==> src/sv/okvt_pkg.sv <==
// ----------------------------------------------------------------------------
// okvt_pkg
// shared types and constants for the ordered key/value table
// ----------------------------------------------------------------------------
package okvt_pkg;

    localparam int DEPTH      = 64;
    localparam int KEY_BITS   = 32;
    localparam int VALUE_BITS = 32;
    localparam int POS_W      = $clog2(DEPTH);
    localparam int CNT_W      = $clog2(DEPTH + 1);
    localparam int INDEX_W    = 6;
    localparam int OP_W       = 3;

    localparam logic [OP_W-1:0] OP_WRITE  = 3'd0;
    localparam logic [OP_W-1:0] OP_ERASE  = 3'd1;
    localparam logic [OP_W-1:0] OP_LOOKUP = 3'd2;
    localparam logic [OP_W-1:0] OP_FIND   = 3'd3;
    localparam logic [OP_W-1:0] OP_READ   = 3'd4;

    // broadcast to every cell for the compare step
    typedef struct packed {
        logic                 en;
        logic                 by_index;
        logic [KEY_BITS-1:0]  key;
        logic [INDEX_W-1:0]   index;
        logic [CNT_W-1:0]     count;
    } okvt_match_t;

    // broadcast to every cell for the update step
    typedef struct packed {
        logic                  wr_en;
        logic                  wr_key_en;
        logic [POS_W-1:0]      wr_pos;
        logic [KEY_BITS-1:0]   wr_key;
        logic [VALUE_BITS-1:0] wr_value;
        logic                  shift_en;
        logic [POS_W-1:0]      shift_pos;
    } okvt_upd_t;

endpackage

==> src/sv/okvt_cell.sv <==
// ----------------------------------------------------------------------------
// okvt_cell
// one table slot: holds a key and a value, compares, and shifts down on erase
// ----------------------------------------------------------------------------
module okvt_cell (
    input  logic                           clk,
    input  logic                           rst_n,
    input  logic [okvt_pkg::POS_W-1:0]     pos,
    input  okvt_pkg::okvt_match_t          match,
    input  okvt_pkg::okvt_upd_t            upd,
    input  logic [okvt_pkg::KEY_BITS-1:0]  nbr_key,
    input  logic [okvt_pkg::VALUE_BITS-1:0] nbr_value,
    output logic                           sel,
    output logic [okvt_pkg::KEY_BITS-1:0]  key,
    output logic [okvt_pkg::VALUE_BITS-1:0] value
);

    logic                            sel_reg;
    logic                            sel_next;
    logic [okvt_pkg::KEY_BITS-1:0]   key_reg;
    logic [okvt_pkg::VALUE_BITS-1:0] value_reg;
    logic                            in_use;

    assign in_use = {1'b0, pos} < okvt_pkg::CNT_W'(match.count);

    always_comb
    begin
        if (match.by_index)
            sel_next = in_use && (okvt_pkg::INDEX_W'(pos) == match.index);
        else
            sel_next = in_use && (key_reg == match.key);
    end

    always_ff @(posedge clk or negedge rst_n)
    begin
        if (!rst_n)
            sel_reg <= 1'b0;
        else if (match.en)
            sel_reg <= sel_next;
    end

    // payload, no reset
    always_ff @(posedge clk)
    begin
        if (upd.shift_en && (pos >= upd.shift_pos))
        begin
            key_reg   <= nbr_key;
            value_reg <= nbr_value;
        end
        else if (upd.wr_en && (pos == upd.wr_pos))
        begin
            value_reg <= upd.wr_value;
            if (upd.wr_key_en)
                key_reg <= upd.wr_key;
        end
    end

    assign sel   = sel_reg;
    assign key   = key_reg;
    assign value = value_reg;

endmodule

==> config.mk <==
export PLATFORM = sky130hd
export DESIGN_NAME = okvt_cell
export DESIGN_NICKNAME = d
export VERILOG_FILES = /design/src/sv/okvt_pkg.sv /design/src/sv/okvt_cell.sv
export SDC_FILE = /design/constraint.sdc
export NUM_CORES = 1
export LEC_CHECK = 0
export BUFFER_PORTS_ARGS = -buffer_cell sky130_fd_sc_hd__buf_4
export CELL_PAD_IN_SITES_DETAIL_PLACEMENT = 1
export CELL_PAD_IN_SITES_GLOBAL_PLACEMENT = 2
export CORE_ASPECT_RATIO = 0.75
export CORE_MARGIN = 2
export CORE_UTILIZATION = 23
export DETAILED_ROUTE_END_ITERATION = 16
export PLACE_DENSITY = 0.85
export REMOVE_ABC_BUFFERS = 1
export SLEW_MARGIN = 20
export SYNTH_ARGS = -nofsm -noshare
export SYNTH_HDL_FRONTEND = slang
export SYNTH_SLANG_ARGS = --single-unit
==> constraint.sdc <==
create_clock -name clk -period 1.3 [get_ports clk]
set_clock_uncertainty 0.1 [all_clocks]
set_input_delay 0.13 -clock clk [delete_from_list [all_inputs] [get_ports clk]]
set_output_delay 0.13 -clock clk [all_outputs]
set_load 0.1 [all_outputs]
Yosys cells after proc, flatten, opt, wreduce, memory -nomap -nowiden
Index checks and enable logic that the tools add are counted.

Bits in latches: 0. Logic and storage cells: 21. Input bits: 198. Memories: 0. Register bits after elaboration: 65. Output and inout bits: 65. RAM bits: 0. ROM bits: 0.

Shifts and indexed selects: 0. Multipliers: 0. Reductions and logical operators: 7. Multiplexer cells: 6. Add/subtract/negate cells: 0. Equality and inequality tests: 3. Bitwise logic cells: 0. Div/mod/pow operators: 0. Order comparisons: 2.

Operator list (number): $mux 32 (5); $eq 32x32->1 (1); $eq 6x6->1 (2); $lt 6x7->1 (1); $ge 6x6->1 (1); $logic_and 1x1->1 (4); $reduce_bool 2->1 (2); $reduce_and 2->1 (1); $mux 1 (1).

Logic depth before layout (Yosys ltp)
Gate-level depths: netlist (run 1).

Depth in word-level cells: 4. Depth in mapped cells: 9. Depth with buffers taken out: 7.

Worst setup path after synthesis (run 1)
OpenSTA, ideal clock, no wires.

Path kind: input to register. Start point: input port upd[4] (netlist name). End point: register key_reg, in the netlist key[0], enable pin. Stages: 9. Setup slack: -1.251 ns. Arrival time: 1.973 ns. Setup time: 0.478 ns. Path buffers: 2. Data required time: 0.722 ns. Cells stage by stage: inv_1 ha_1 a21o_1 a21o_1 a211o_1 nand2_2 buf_12 buf_12 nand2_1.

Cells in the longest elaborated chain, start to end: 4. Elaborated cells on any way between the ends: 5. Those cells by class: order compare: 1; reduce/logical: 4.

Ends and longest elaborated chain: from (decl) (line okvt_cell.sv:10) `input okvt_pkg::okvt_upd_t upd,`; $ge 6x6->1 * (line okvt_cell.sv:45) `if (upd.shift_en && (pos >= upd.shift_pos))`; $logic_and 1x1->1 * (line okvt_cell.sv:45); $reduce_bool 2->1 (no line); $reduce_and 2->1 (no line) *; to (signal assigned) (line okvt_cell.sv:47) `key_reg <= nbr_key;`; to (signal assigned) (line okvt_cell.sv:54) `key_reg <= upd.wr_key;`; to (decl) (line okvt_cell.sv:20) `logic [okvt_pkg::KEY_BITS-1:0] key_reg;`.

Every way passes the cells marked *; elsewhere a longest branch is shown, timed or not. A chain may end at the register's enable or synchronous reset.

Worst setup path in the final report (run 1)
Start point: input port upd[4] (netlist name). End point: register value_reg, in the netlist value[15], data pin.

Cells in the longest elaborated chain, start to end: 3.

Ends and longest elaborated chain: $ge 6x6->1 (line okvt_cell.sv:45); $logic_and 1x1->1 (line okvt_cell.sv:45); $mux 32 (line okvt_cell.sv:45); to (signal assigned) (line okvt_cell.sv:48) `value_reg <= nbr_value;`; to (signal assigned) (line okvt_cell.sv:52) `value_reg <= upd.wr_value;`; to (decl) (line okvt_cell.sv:21) `logic [okvt_pkg::VALUE_BITS-1:0] value_reg;`.

Every way passes these cells.

==> impl_metrics.yaml, run 1 <==
outcome:
  status: "finished with violations"
  violations: "negative setup slack"
global_routing:
  grt_first_pass_wirelength_mm: 26.68
  grt_max_degree: 25
  grt.total_usage_pct: 20.50
  grt_pass1_vias: 4561
  antenna_found_initial: 0
  overflow: 0
final_layout:
  drive_gt1_share_pct: 58.61
  syn2layout_area_growth_pct: 130.1
  diodes: 0
  layout_common_cells: "buf_4, dlygate4sd3_1, mux2_4, edfxtp_1, xnor2_1"
  mostFrequentLayoutCell: "buf_4"
  nets: 896
  final_area_sq_mm: 0.008705
power_and_ir_drop:
  power_uw: 10030
  p_leak_uw: 0.004010
  peakVddDrop_mv: 0.5727
  power_density_mw_per_mm2: 1152
setup_path:
  r2r_end: "sel$_DFFE_PN0P_"
  startpoint_type: "primary input"
  reg2reg_slack_ps: -390
  critical_path_buf_inv_count: 4
  criticalPathCategory: "in2reg"
  r2r-start: "key[27]$_DFFE_PP_"
  arrival_ps: 1790
  crit_path_max_fanout: 8
  crit_family: "compound AO/OA/AOI/OAI gates"
  max_stage_delay_ps: 310
  cp_slowest_cell: "mux2_4"
  r2r_cells: 6
  crit_path_end_kind: "flip-flop"
  required_ps: 1280
  crit_chain: "buf_6 > inv_4 > ha_4 > a21o_1 > a21o_1 > a211o_1 > nand2_4 > buf_12 > buf_12 > mux2_4"
  cp.depth: 10
synthesis:
  synth-seq-cells: 65
  synth-seq-area-share_pct: 51.47
  synth.avg_cell_area_sq_um: 15.69
  yosysTopAreaCellShare_pct: 50.81
  syn-instance-count: 241
  ys_warn_count: 0
  synth_area_sq_mm: 0.003782
  yosysTopAreaCell: "edfxtp_1"
  synth.distinct_cells: 26
  synth.area.top_cells: "edfxtp_1, mux2_4, xnor2_1"
min_path:
  hold_end: "key[16]$_DFFE_PP_"
  holdPathStages: 2
  min_path_type: "in2reg"
  hold_start: "nbr_key[16]"
place:
  gp_congestion: 0.8579
  placed_cell_area_sq_mm: 0.006220
  hpwl_mm: 11.01
  preCtsSetupSlack_ps: -1043
  io_buffers: 262
floorplanning:
  start_util_pct: 23.54
  core_sq_mm: 0.01607
  die_y_um: 115.1
  dieArea_sq_mm: 0.01750
  num_io_pins: 263
  die_x_um: 152.1
  rows: 40
cts:
  numCtsBuffers: 9
  cts_max_level: 3
  root_buffer: "clkbuf_16"
  insertion_delay_ps: 330
  cts_buffer_depth: 2
  cts.sinks: 65
  clk_pin_slew_ps: 60
  tritoncts: "built"
sta:
  worst_pin_slew_ps: 313.6
  period_needed_ps: 1806
  timing.final.setup_violations: 134
  hold_viol_final: 0
  clock.fmax_mhz: 553.6
  drv_slew: 0
  worst_slack_ps: -506.3
  fin_hold_ws_ps: 16.04
  rsz0062_at_grt: "true"
  fin_crit_sh_pct: 138.9
  finalSetupTns_ps: -56540
  slew_headroom_pct: 78.90
drt:
  drt-total-wl_mm: 18.44
  wl_per_cell_um: 20.47
  drtIter0Drc: 105
  ant_nets: 0
  num_vias: 3874
  drc: 0
  first_pass_iters: 4
  post_drt_via_cell_ratio: 4.300
flow_run:
  drv_cap: 0
[power by group]
part / internal [uW] / switching, uW
clock network: 1680 / 960
registers: 2620 / 158
logic: 2010 / 2600
total: 6310 / 3720
[logic make-up (layout without fill, tap and decap cells)]
| kind of cell | Yosys count | after routing | synth area share [%] |
|---|---|---|---|
| compound gates | 11 | 11 | 1.886 |
| simple gates | 28 | 28 | 4.433 |
| mux | 64 | 64 | 23.92 |
| fa+ha+maj | 11 | 11 | 3.639 |
| flops | 65 | 65 | 51.47 |
| buf+inv | 18 | 468 | 4.466 |
| xor+xnor | 44 | 44 | 10.19 |
[cell usage after synthesis (all sizes together)]
library cell  count
a211o             1
a21o              4
a21oi             4
and3              1
and4b             1
buf               7
dfrtp             1
edfxtp           64
ha               11
inv              11
mux2             64
nand2             4
nand2b            2
nand3             4
nand4            10
nor2b             1
nor3              1
nor4              3
nor4b             1
o21a              1
o21ai             1
xnor2            37
xor2              7
[worst register-to-register path: stages, from the launching register on]
cell and delay, ps:
edfxtp_1 420, xnor2_1 180, nand4_1 200, nor4_4 370
buf_4 160, nand4_1 100, nand3_1 100
[worst max path at each step]
stage | from | endpoint | slack (ps)
global route | upd[4] | value[15]$_DFFE_PP_ | -540
finish | upd[4] | value[15]$_DFFE_PP_ | -510
detailed placement | pos[4] | value[5]$_DFFE_PP_ | -1040
floorplan | upd[4] | key[0]$_DFFE_PP_ | -2560
CTS | pos[0] | value[15]$_DFFE_PP_ | -580
global placement | pos[4] | value[3]$_DFFE_PP_ | -1000
[area by class of cell]
class	instances	area, sq um
Fill cell	1565	7361
Timing Repair Buffer	442	4318
Sequential cell	65	1947
Multi-Input combinational cell	158	1813
Tap cell	210	262.8
Clock buffer	9	225.2
Clock inverter	6	92.59
Inverter	11	46.29
[per-layer routing]
metal / global-route usage, % / vias up / wire length, um
met4: 6.542 / 0 / 337
met3: 6.672 / 24 / 1341
li1: - / 1796 / -
met5: 0 / - / 0
met2: 38.80 / 195 / 9891
met1: 21.89 / 1859 / 6870
[metrics by stage]
step           instances  util [%]
3_5_place_dp         743     38.71
4_1_cts              897     53.38
6_report             901     54.18
3_3_place_gp         743     38.71
5_1_grt              901     54.18
2_1_floorplan        234         -
[timing repair]
action / in CTS / in global routing
endpoints found under the setup margin: 151 / 155
endpoints found under the hold margin: 66 / 2
cloned: 8 / 4
pin swaps: 7 / 5
buffers inserted: 16 / 14
hold buffers: 125 / 2
gates resized for setup: 122 / 27
Power figures use the tool's default switching activity.
==> run 2, diff against run 1 <==
- CORE_UTILIZATION: 23 -> 25
- PLACE_DENSITY: 0.85 -> not set
- PLACE_DENSITY_LB_ADDON: not set -> 0.1
- clock period: 1.3 -> 1.9 ns (I/O delays scaled with it)
==> run 2 against run 1 <==
Effect of this change: the flow still finishes with violations (negative setup slack); clock power decreased by 37%; total power fell by 40%; first-iteration DRC count up 14%; sequential power shrank 33%; critical path type unchanged; critical endpoint is now value[29]$_DFFE_PP_; highest routed layer unchanged.
==> impl_metrics.yaml, run 2 (same netlist as run 1, synthesis figures left out) <==
final_layout:
  utilization_pct: 45.60
  mostFrequentLayoutCell: "buf_4"
  layout_common_cells: "buf_4, edfxtp_1, mux2_4, xnor2_1, nand4_1"
  diodes: 0
  syn2layout_area_growth_pct: 76.55
  nets: 742
  drive_gt1_share_pct: 69.33
sta:
  slew_headroom_pct: 66.47
  period_needed_ps: 1910
  worst_slack_ps: -9.966
  worst_pin_slew_ps: 498.3
  rsz0062_at_grt: "true"
  fin_crit_sh_pct: 100.5
  fin_hold_ws_ps: 22.71
  timing.final.setup_violations: 12
  hold_viol_final: 0
  clock.fmax_mhz: 523.6
  drv_slew: 0
setup_path:
  cp_slowest_cell: "bufbuf_16"
  crit_chain: "buf_6 > inv_4 > ha_4 > a21o_1 > a21o_1 > a211o_1 > nand2_4 > bufbuf_16 > mux2_4"
  critical_path_buf_inv_count: 3
  crit_path_max_fanout: 12
  max_stage_delay_ps: 320
  criticalPathCategory: "in2reg"
  arrival_ps: 1890
  startpoint_type: "primary input"
  crit_top_cell: "a21o_1"
  crit_path_end_kind: "flip-flop"
  required_ps: 1880
  crit_family: "compound AO/OA/AOI/OAI gates"
drt:
  first_pass_iters: 4
  drtIter0Drc: 120
  drc: 0
  num_vias: 3087
  wl_per_cell_um: 17.91
  post_drt_via_cell_ratio: 4.183
  ant_nets: 0
  drt-total-wl_mm: 13.22
power_and_ir_drop:
  p_leak_uw: 0.003152
  peakVddDrop_mv: 0.4279
  power_density_mw_per_mm2: 903.5
cts:
  tritoncts: "built"
  cts_max_level: 3
  insertion_delay_ps: 330
  cts_buffer_depth: 2
  numCtsBuffers: 9
  cts.sinks: 65
  root_buffer: "clkbuf_16"
  clk_pin_slew_ps: 60
floorplanning:
  die_x_um: 146.0
  rows: 38
  start_util_pct: 25.83
  num_io_pins: 263
  core_sq_mm: 0.01464
  die_y_um: 110.5
  dieArea_sq_mm: 0.01614
global_routing:
  grtUsageMet2_pct: 29.69
  top_usage_layer: "met2"
  antenna_found_initial: 0
  gr-usage-met1_pct: 17.42
  use_met3_pct: 6.529
  grt.total_usage_pct: 16.15
  grt_pass1_vias: 3477
  grt_max_degree: 33
  grt_first_pass_wirelength_mm: 19.62
  overflow: 0
min_path:
  min_path_type: "in2reg"
place:
  gp_congestion: 0.7649
  hpwl_mm: 10.52
  io_buffers: 262
flow_run:
  drv_cap: 0
outcome:
  status: "finished with violations"
  violations: "negative setup slack"
## run 2: layout make-up
| type | instances | area [sq um] |
|---|---|---|
| clock inverter | 7 | 70.07 |
| clock buffer | 9 | 225.2 |
| multi-input combinational | 158 | 1764 |
| inverter | 11 | 46.29 |
| timing repair buffer | 288 | 2375 |
| fill | 1591 | 7966 |
| sequential | 65 | 1947 |
| tap | 200 | 250.2 |
## run 2: per-stage QoR
step | worst slack (ps) | total power (uW) | instances | cell area (sq um) | setup TNS (ps)
2_1_floorplan | -2022 | 3536 | 234 | 3655 | -139430
3_3_place_gp | -457.8 | 4249 | 713 | 6045 | -44130
3_5_place_dp | -511.5 | 4276 | 713 | 6045 | -48450
4_1_cts | -66.33 | 6117 | 739 | 6666 | -517.0
5_1_grt | -39.25 | 6264 | 738 | 6678 | -404.1
6_report | -9.966 | 6033 | 738 | 6678 | -66.92
## run 2: worst register-to-register path: cells and delay by family, from the launching register on
| family | cells | cell delay (ps) |
|---|---|---|
| flops | 1 | 410 |
| simple gates | 4 | 890 |
| xor+xnor | 1 | 220 |
## run 2: final timing paths
| path | from | end | slack [ps] | cells past startpoint |
|---|---|---|---|---|
| setup / recovery | upd[4] | value[29]$_DFFE_PP_ | -10 | 9 |
| hold / removal | match[46] | sel$_DFFE_PN0P_ | 20 | 3 |
| setup reg to reg | key[18]$_DFFE_PP_ | sel$_DFFE_PN0P_ | 210 | 5 |
| hold reg to reg | sel$_DFFE_PN0P_ | sel$_DFFE_PN0P_ | 400 | 2 |
| max in group asynchronous | rst_n | sel$_DFFE_PN0P_ | 1530 | 2 |
| min in group asynchronous | rst_n | sel$_DFFE_PN0P_ | 90 | 2 |
## run 2: per-layer routing
metal,share of wire [%],wire [um]
met5,0,0
met4,0.80,106
met3,8.2,1078
met2,53,6977
met1,38,5055
## run 2: report_power, final
group	total [uW]	switching (uW)	internal, uW
logic	2500	1590	911
clock network	1660	652	1010
registers	1870	81.1	1790
## run 2: timing repair
item	CTS	global route
buffers inserted	4	0
pin swaps	7	2
cloned	5	0
setup endpoints to repair	96	70
resized for setup	38	8
hold buffers	1	0
hold endpoints to repair	1	0
==> run 3, diff against run 2 <==
- CORE_UTILIZATION: 25 -> 23
- CTS_BUF_LIST: not set -> sky130_fd_sc_hd__clkbuf_16
- clock period: 1.9 -> 1.73 ns (I/O delays scaled with it)
==> run 3 against run 2 <==
Effect of this change: critical endpoint is now value[15]$_DFFE_PP_; the flow still finishes with violations (negative setup slack); sequential share of layout area decreased by 0.79 points; largest power group unchanged; clock-buffer cell count unchanged; total power increased by 11%; non-clock buffer count increased by 5; critical path depth increased by 2; routed wire length decreased by 1.0%; utilization decreased by 2.9 points; via count increased by 0.23%; largest cell class unchanged; highest routed layer unchanged; critical path type unchanged.
==> impl_metrics.yaml, run 3 (same netlist as run 1, synthesis figures left out) <==
outcome:
  status: "finished with violations"
  violations: "negative setup slack"
cts:
  cts.sinks: 65
  cts_max_level: 3
  insertion_delay_ps: 340
  clk_pin_slew_ps: 60
  tritoncts: "built"
  numCtsBuffers: 9
  cts_buffer_depth: 2
  root_buffer: "clkbuf_16"
drt:
  ant_nets: 0
  drtIter0Drc: 124
  drt-total-wl_mm: 13.08
  wl_per_cell_um: 17.37
  num_vias: 3094
  first_pass_iters: 4
  drc: 0
  wl_met3_mm: 1.311
  routed.top_layer: "met4"
  wl_met1_mm: 5.207
  post_drt_via_cell_ratio: 4.109
  met2WireLength_mm: 6.442
min_path:
  hold_end: "value[18]$_DFFE_PP_"
  holdPathStages: 2
  hold_start: "upd[25]"
  min_path_type: "in2reg"
place:
  placed_cell_area_sq_mm: 0.006045
  placedCellCount: 720
  gp_congestion: 0.7421
  io_buffers: 262
  preCtsSetupSlack_ps: -653.7
  hpwl_mm: 10.13
sta:
  clock.fmax_mhz: 526.4
  period_needed_ps: 1900
  rsz0062_at_grt: "true"
  drv_slew: 0
  fin_crit_sh_pct: 109.8
  timing.final.setup_violations: 80
  fin_hold_ws_ps: 28.58
  worst_pin_slew_ps: 305.3
  hold_viol_final: 0
  worst_slack_ps: -169.9
  slew_headroom_pct: 79.46
setup_path:
  r2r-start: "key[11]$_DFFE_PP_"
  arrival_ps: 1880
  max_stage_delay_ps: 330
  critPathLaunch: "pos[0]"
  r2r_cells: 5
  crit_path_end_kind: "flip-flop"
  startpoint_type: "primary input"
  crit_chain: "buf_8 > inv_4 > ha_4 > nand2b_4 > a21o_1 > a211o_1 > nand2_4 > buf_12 > buf_12 > buf_16 > mux2_4"
  cp_slowest_cell: "a211o_1"
  reg2reg_slack_ps: 240
  critical_path_buf_inv_count: 5
  crit_family: "buffers and inverters"
  required_ps: 1710
  r2r_end: "sel$_DFFE_PN0P_"
  crit_path_max_fanout: 7
  crit_top_cell: "buf_12"
  criticalPathCategory: "in2reg"
floorplanning:
  num_io_pins: 263
  core_sq_mm: 0.01607
  die_x_um: 152.1
  start_util_pct: 23.54
  die_y_um: 115.1
  rows: 40
  dieArea_sq_mm: 0.01750
global_routing:
  grt_max_degree: 33
  antenna_found_initial: 0
  overflow: 0
  grt_pass1_vias: 3423
  grt.total_usage_pct: 14.69
  grt_first_pass_wirelength_mm: 19.27
final_layout:
  utilization_pct: 42.72
  fillCellCount: 1703
  final_area_sq_mm: 0.006863
  mostFrequentLayoutCell: "buf_4"
  nets: 747
  layout_common_cells: "buf_4, edfxtp_1, mux2_4, xnor2_1"
  syn2layout_area_growth_pct: 81.44
  drive_gt1_share_pct: 69.98
  diodes: 0
  final_cells: 753
power_and_ir_drop:
  p_leak_uw: 0.003229
  peakVddDrop_mv: 0.4164
  power_density_mw_per_mm2: 977.7
flow_run:
  drv_cap: 0
[run 3: cell count changes in the layout (fill, tap and decap cells not counted), sizes merged]
cell	previous run	this run
clkinv	2	5
bufbuf	1	2
buf	286	288
clkbuf	9	10
clkinvlp	3	0
dlygate4sd3	1	2
[run 3: final cells by class]
class | instances | area, sq um | share of cell area, %
clock inverter | 7 | 70.07 | 1.021
multi-input combinational | 158 | 1790 | 26.09
tap | 210 | 262.8 | 3.829
timing repair buffer | 293 | 2524 | 36.77
clock buffer | 9 | 225.2 | 3.282
inverter | 11 | 43.79 | 0.6381
sequential | 65 | 1947 | 28.37
[run 3: how the worst max path moves through the flow]
stage,end,slack [ps],cells after the start
floorplan,key[0]$_DFFE_PP_,-2180,7
global placement,value[7]$_DFFE_PP_,-620,8
detailed placement,value[7]$_DFFE_PP_,-650,8
CTS,key[20]$_DFFE_PP_,-190,11
global route,value[15]$_DFFE_PP_,-200,11
finish,value[15]$_DFFE_PP_,-170,11
[run 3: through the flow]
step	total power [uW]	TNS [ps]
2_1_floorplan	3883	-159140
3_3_place_gp	4667	-61410
3_5_place_dp	4693	-64070
4_1_cts	6791	-10650
5_1_grt	6965	-13340
6_report	6710	-9859
[run 3: routing by layer]
metal	track usage [%]	vias to the layer above
li1	-	1497
met1	16.85	1452
met2	24.68	135
met3	7.539	10
met4	3.427	0
met5	0	-
[run 3: where the power goes]
group          internal [uW]  total, uW  switching (uW)
Combinational           1060       2830            1760
Clock                   1110       1830             715
Sequential              1970       2050            86.3
[run 3: worst register-to-register path, cell delays in order, from the launching register on]
cell	delay (ps)
edfxtp_1	410
xnor2_1	160
nand4_1	220
nor4_2	320
nand4_1	130
nand3_1	100
[run 3: what timing repair did]
item	CTS	global route
pin swaps	6	0
cloned	8	1
buffers inserted	6	2
endpoints found under the hold margin	2	0
gates resized for setup	38	5
setup endpoints to repair	96	129
hold buffers	2	0
